===== src/design/ulff_div.sv =====
module ulff_div #(
  parameter int unsigned NW = 48,
  parameter int unsigned DW = 32,
  parameter int unsigned QW = 32,
  parameter int unsigned SW = 8
) (
  input  logic          clk_i,
  input  logic          rst_ni,
  input  logic          en_i,
  input  logic          valid_i,
  input  logic [NW-1:0] dividend_i,
  input  logic [DW-1:0] divisor_i,
  input  logic [SW-1:0] side_i,
  output logic          valid_o,
  output logic [QW-1:0] quot_o,
  output logic          ovf_o,
  output logic [SW-1:0] side_o
);

  localparam int unsigned CW = ((NW > DW + QW) ? NW : DW + QW) + 1;

  logic          vld_q  [QW+1];
  logic [NW-1:0] rem_q  [QW+1];
  logic [DW-1:0] dvs_q  [QW+1];
  logic [QW-1:0] quot_q [QW+1];
  logic          ovf_q  [QW+1];
  logic [SW-1:0] side_q [QW+1];

  // quotient would not fit in QW bits
  always_ff @(posedge clk_i or negedge rst_ni) begin
    if (!rst_ni) begin
      vld_q[0] <= 1'b0;
    end else if (en_i) begin
      vld_q[0] <= valid_i;
    end
  end

  always_ff @(posedge clk_i) begin
    if (en_i) begin
      rem_q[0]  <= dividend_i;
      dvs_q[0]  <= divisor_i;
      quot_q[0] <= '0;
      ovf_q[0]  <= CW'(dividend_i) >= (CW'(divisor_i) << QW);
      side_q[0] <= side_i;
    end
  end

  // one restoring step per stage, MSB first
  for (genvar k = 0; k < QW; k++) begin : g_step
    localparam int unsigned B = QW - 1 - k;
    logic [CW-1:0] shifted;
    logic          ge;
    logic [NW-1:0] rem_d;
    logic [QW-1:0] quot_d;

    always_comb begin
      shifted = CW'(dvs_q[k]) << B;
      ge      = CW'(rem_q[k]) >= shifted;
      rem_d   = ge ? NW'(CW'(rem_q[k]) - shifted) : rem_q[k];
      quot_d  = quot_q[k];
      quot_d[B] = ge;
    end

    always_ff @(posedge clk_i or negedge rst_ni) begin
      if (!rst_ni) begin
        vld_q[k+1] <= 1'b0;
      end else if (en_i) begin
        vld_q[k+1] <= vld_q[k];
      end
    end

    always_ff @(posedge clk_i) begin
      if (en_i) begin
        rem_q[k+1]  <= rem_d;
        dvs_q[k+1]  <= dvs_q[k];
        quot_q[k+1] <= quot_d;
        ovf_q[k+1]  <= ovf_q[k];
        side_q[k+1] <= side_q[k];
      end
    end
  end

  assign valid_o = vld_q[QW];
  assign quot_o  = quot_q[QW];
  assign ovf_o   = ovf_q[QW];
  assign side_o  = side_q[QW];

endmodule


===== config.mk =====
export PLATFORM = sky130hd
export DESIGN_NAME = ulff_div
export DESIGN_NICKNAME = d
export VERILOG_FILES = /design/src/design/ulff_div.sv
export SDC_FILE = /design/constraint.sdc
export NUM_CORES = 2
export LEC_CHECK = 0
export BUFFER_PORTS_ARGS = -buffer_cell sky130_fd_sc_hd__buf_2
export CAP_MARGIN = 20
export CORE_AREA = 3 3 517 519
export DETAILED_ROUTE_END_ITERATION = 16
export DIE_AREA = 0 0 520 522
export PLACE_DENSITY = 0.87
export SLEW_MARGIN = 20
export SYNTH_ARGS = -nofsm -noshare
export SYNTH_HDL_FRONTEND = slang
export SYNTH_SLANG_ARGS = --single-unit

===== constraint.sdc =====
create_clock -name clk_i -period 5.4 [get_ports clk_i]
set_input_delay 0 -clock clk_i [delete_from_list [all_inputs] [get_ports clk_i]]
set_output_delay 0 -clock clk_i [all_outputs]
set_load 0.005 [all_outputs]

# Word-level counts from Yosys, hierarchy flattened
# Memories as Yosys holds them, arrays and structs flattened.
# Index checks and enable logic that the tools add are counted.
[classes]
addsub = 32
magnitude_cmp = 33
mux = 34
[op_table]
columns = ["operator", "count"]
rows = [
  ["$mux W48", 32],
  ["$sub A48 B48 Y48", 16],
  ["$ge A48 B64 Y1", 1],
  ["$ge A48 B63 Y1", 1],
  ["$ge A48 B62 Y1", 1],
  ["$ge A48 B61 Y1", 1],
  ["$ge A48 B60 Y1", 1],
  ["$ge A48 B59 Y1", 1],
  ["$ge A48 B58 Y1", 1],
  ["$ge A48 B57 Y1", 1],
  ["$ge A48 B56 Y1", 1],
  ["$ge A48 B55 Y1", 1],
  ["$ge A48 B54 Y1", 1],
  ["$ge A48 B53 Y1", 1],
  ["$ge A48 B52 Y1", 1],
  ["$ge A48 B51 Y1", 1],
  ["$ge A48 B50 Y1", 1],
  ["$ge A48 B49 Y1", 1],
  ["$ge A48 B32 Y1", 1],
  ["$ge A48 B33 Y1", 1],
  ["$ge A48 B34 Y1", 1],
  ["$ge A48 B35 Y1", 1],
  ["$ge A48 B36 Y1", 1],
  ["$ge A48 B37 Y1", 1],
  ["28 further kinds", 29],
]
[totals]
inputBits = 92
word_cells = 137
n_memories = 5
ramBits = 3993
regBits = 33
output_inout_bits = 42
[memory_table]
columns = ["memory", "depth", "width", "rd", "rd_clocked_by_memory_dff", "write_ports", "line_no", "rtl"]
rows = [
  ["rem_q", 33, 48, 32, 0, 33, "23", "logic [NW-1:0] rem_q [QW+1];"],
  ["dvs_q", 33, 32, 32, 0, 33, "24", "logic [DW-1:0] dvs_q [QW+1];"],
  ["quot_q", 33, 32, 33, 0, 33, "25", "logic [QW-1:0] quot_q [QW+1];"],
  ["side_q", 33, 8, 33, 0, 33, "27", "logic [SW-1:0] side_q [QW+1];"],
  ["ovf_q", 33, 1, 33, 0, 33, "26", "logic ovf_q [QW+1];"],
]

# Longest topological paths before layout
# An unclocked memory read counts as a cell.
[depth]
ltp_word = 3
ltp_mapped = 17
ltp_nobuf = 15

# Worst setup path before layout
# No wires, ideal clock.
[synth_timing]
path_type = "register -> register"
start = "memory rem_q[26][5] (netlist: rem_q[0][1253])"
end = "memory rem_q[27][39] (netlist: rem_q[0][1335]), data pin"
required_time_ns = 5.144
stages_incl_launch_ff = 16
period_less_slack_ns = 3.802
n_path_buf = 0
setup_time_ns = 0.256
slack_ns = 1.598
arrival_ns = 3.545
cell_sequence = "edfxtp_1 > inv_1 > ha_1 > inv_1 > fa_1 > a21o_1 > a21oi_1 > o211ai_1 > and3_1 > a31o_2 > a211o_1 > a31o_2 > a221o_1 > and3_1 > or3_1 > a22o_1"
[synth_rtl]
columns = ["item", "line_no"]
rows = [
  ["start: declaration", "23"],
]

==> summary.md <==
| Metric | Value |
|---|---|
| Outcome | `finished clean` |
| Post-CTS Hold Buffers | `182` |
| Fin. max-slew vios | `0` |
| Layout cells sized above 1 | `0.0850` |
| CTS tree | `built` |
| Slew headroom | `0.186` |
| Max IR drop VDD | `0.000427 V` |
| RSZ-0062 raised after global routing | `false` |
| Crit start category | `flip-flop` |
| Worst-path fanout max | `28` |
| Final ANT Viol Nets | `0` |
| Starting Density | `0.621` |
| Die Y | `522 um` |
| Largest cells by area after synthesis | `edfxtp_1 62%, ha_1 7.1%, a21oi_1 2.8%` |
| Commonest non-fill, non-tap cell in the layout | `edfxtp_1` |
| Syn_area_per_cell | `12.8 um2` |
| Post-synthesis sequential element count | `3,418` |
| CTS HTree Levels | `5` |
| Synth unique cells | `92` |
| Setup WS post-layout | `0.533 ns` |
| Final Hold Fails | `0` |
| DR pass1 iterations | `8` |
| Most frequent cells in the layout | `3,385 x edfxtp_1, 1,161 x inv_1, 920 x ha_1, 919 x a21oi_1, 867 x nand2_1` |
| Post-synthesis async set-or-reset flop share | `0.00965` |
| Yosys top cell area share | `0.624` |
| Synth Net Count | `13,800` |
| CP Capture Type | `flip-flop` |
| Met2 usage in global routing | `0.482` |
| Top_reg_cell synth | `edfxtp_1` |
| Critical Path AT | `5.54 ns` |
| Place WS | `0.719 ns` |
| Global route total overflow | `0` |
| Cts bufs inserted | `356` |
| Starting DRT DRC Count | `7,159` |
| FF/Latch Area | `102,000 um2` |
| Register area share after synthesis | `0.629` |
| DRT Wirelength | `337 mm` |
| Final setup TNS | `0 ns` |
| Crit share post-route | `0.901` |
| Synthesized netlist cell count | `12,800` |
| Clk sinks | `3,418` |
| MaxCap Viol Count | `0` |
| Cell taking the most area after synthesis | `edfxtp_1` |
| Clock Skew | `0.0577 ns` |
| Vias in the first global route | `106,000` |
| Busiest grt layer | `met2` |
| Die Wd | `520 um` |
| Static Leakage | `71.4 nW` |
| Clock root cell | `clkbuf_16` |
| I/O Buffers | `133` |
| Clk slew on worst S/H paths | `0.07 ns` |
| DP Wirelength | `231 mm` |
| Area grow syn2layout | `11.7%` |
| Fmax | `205 MHz` |
| Row cnt | `188` |
| First-pass GRT wire length | `533 mm` |
| Clock Tree Buf Depth | `4` |
| WS Path Type | `flip-flop to flip-flop` |
| Clock latency on the worst-skew pair | `0.95 ns` |
| M3 GR Usage | `0.0315` |
| Met1 Track Usage GR | `0.220` |
| Largest net degree at the start of global routing | `223` |
| Ports | `134` |
| Area of the multi-input gates | `55,400 um2` |
| Via count | `102,000` |
| EDFF count, synth | `3,385` |
| Fin crit period | `4.87 ns` |
| Syn. warnings | `0` |
| Tightest Pin Transition | `1.21 ns` |
| Die area | `271,000 um2` |
| Hold Path Class | `input port to flip-flop` |
| Vias per cell | `5.94` |
| GR Util All Layers | `0.244` |
| DRC viols | `0` |
| Routability Congestion | `0.968` |
| Placeable core area | `263,000 um2` |
| Worst EP required | `6.07 ns` |
| Initial antenna violation count | `6` |
| Routed len/inst | `19.7 um` |
| CTS resizes | `0` |
| Nets | `14,300` |
| PwrDens | `459 nW/um2` |
| Mapped cell area | `163,000 um2` |
| Postcts setup bufs | `0` |
| Final Setup Violations | `0` |
| Fill cells | `16,900` |
-- state kept, by name (all words and copies together) (netlist names) --
register	count
dvs_q	1024
ovf_q	33
quot_q	528
rem_q	1536
side_q	264
valid_o	1
vld_q	32
-- stage by stage --
step | utilization | power [mW] | hold slack [ns] | instances | area, um2
6_report | 0.693 | 83.6 | 0.0946 | 17100 | 182000
5_1_grt | 0.693 | 87.8 | 0.0598 | 17100 | 182000
4_1_cts | 0.693 | 83.6 | 0.00619 | 17100 | 182000
3_5_place_dp | 0.642 | 59.0 | 0.0977 | 16300 | 169000
3_3_place_gp | 0.642 | 58.2 | 0.0861 | 16300 | 169000
2_1_floorplan | - | 52.7 | -0.296 | 12800 | 163000
-- power by group --
| group | switching [mW] | internal [mW] |
|---|---|---|
| clock network | 10.2 | 14.1 |
| registers | 2.00 | 34.1 |
| logic | 13.5 | 9.64 |
-- logic make-up after synthesis --
group,after synthesis,share of synthesized area
flip-flops,3418,0.629
multiplexers,314,0.0215
buffers and inverters,1411,0.0328
adder cells (fa/ha/maj),951,0.0744
XOR/XNOR,830,0.0446
AND/OR/NAND/NOR,2808,0.0837
AO/OA/AOI/OAI,3021,0.114
-- cells in the mapped netlist (62+ instances only) --
library cell,count
nor3_1,176
o21a_1,103
nand2_1,868
nor2_1,650
mux2_2,290
xnor2_1,477
a21o_1,492
nand2b_1,133
a211oi_1,72
clkbuf_1,214
nand3_1,179
and3_1,75
o21bai_1,104
nor2b_1,137
nor4_1,178
a21oi_1,927
o21ai_0,811
inv_1,1161
a31oi_1,86
o31ai_1,62
edfxtp_1,3385
xor2_1,353
ha_1,920
nand4_1,144
-- path summary, 6_finish.rpt --
path | start | to | slack, ns | depth (start not counted)
max reg2reg | rem_q[0][407] | rem_q[0][459] | 0.53 | 14
min | divisor_i[20] | ovf_q[0][0] | 0.09 | 5
max | rem_q[0][407] | rem_q[0][459] | 0.53 | 14
min in group asynchronous | rst_ni | vld_q[11] | 0.15 | 4
min reg2reg | quot_q[0][543] | quot_q[0][575] | 0.37 | 0
max in group asynchronous | rst_ni | vld_q[16] | 5.06 | 4
-- layout make-up --
class	instances	area share
sequential	3418	0.563
multi-input combinational	7924	0.305
clock buffer	433	0.0511
tap	3515	0.0242
inverter	1162	0.0240
timing repair buffer	434	0.0206
clock inverter	199	0.0125
antenna	5	0.0000688
-- critical path, cell delays in order, from the launching register on --
cell	delay, ns
edfxtp_1	0.38
inv_1	0.07
ha_1	0.21
fa_1	0.28
nor2b_1	0.10
o21bai_1	0.17
a21boi_0	0.19
o21ai_0	0.59
a211oi_1	0.28
o41a_1	0.49
a311o_1	0.40
a21oi_1	0.26
o21a_1	0.60
buf_4	0.39
o21ai_0	0.14
-- layer usage --
layer | part of all wire | up-vias
met5 | 0 | -
met4 | 0.087 | 0
met3 | 0.035 | 1271
met2 | 0.55 | 2942
met1 | 0.32 | 48900
li1 | - | 48500
No activity file was read; power rests on OpenSTA's default activity.
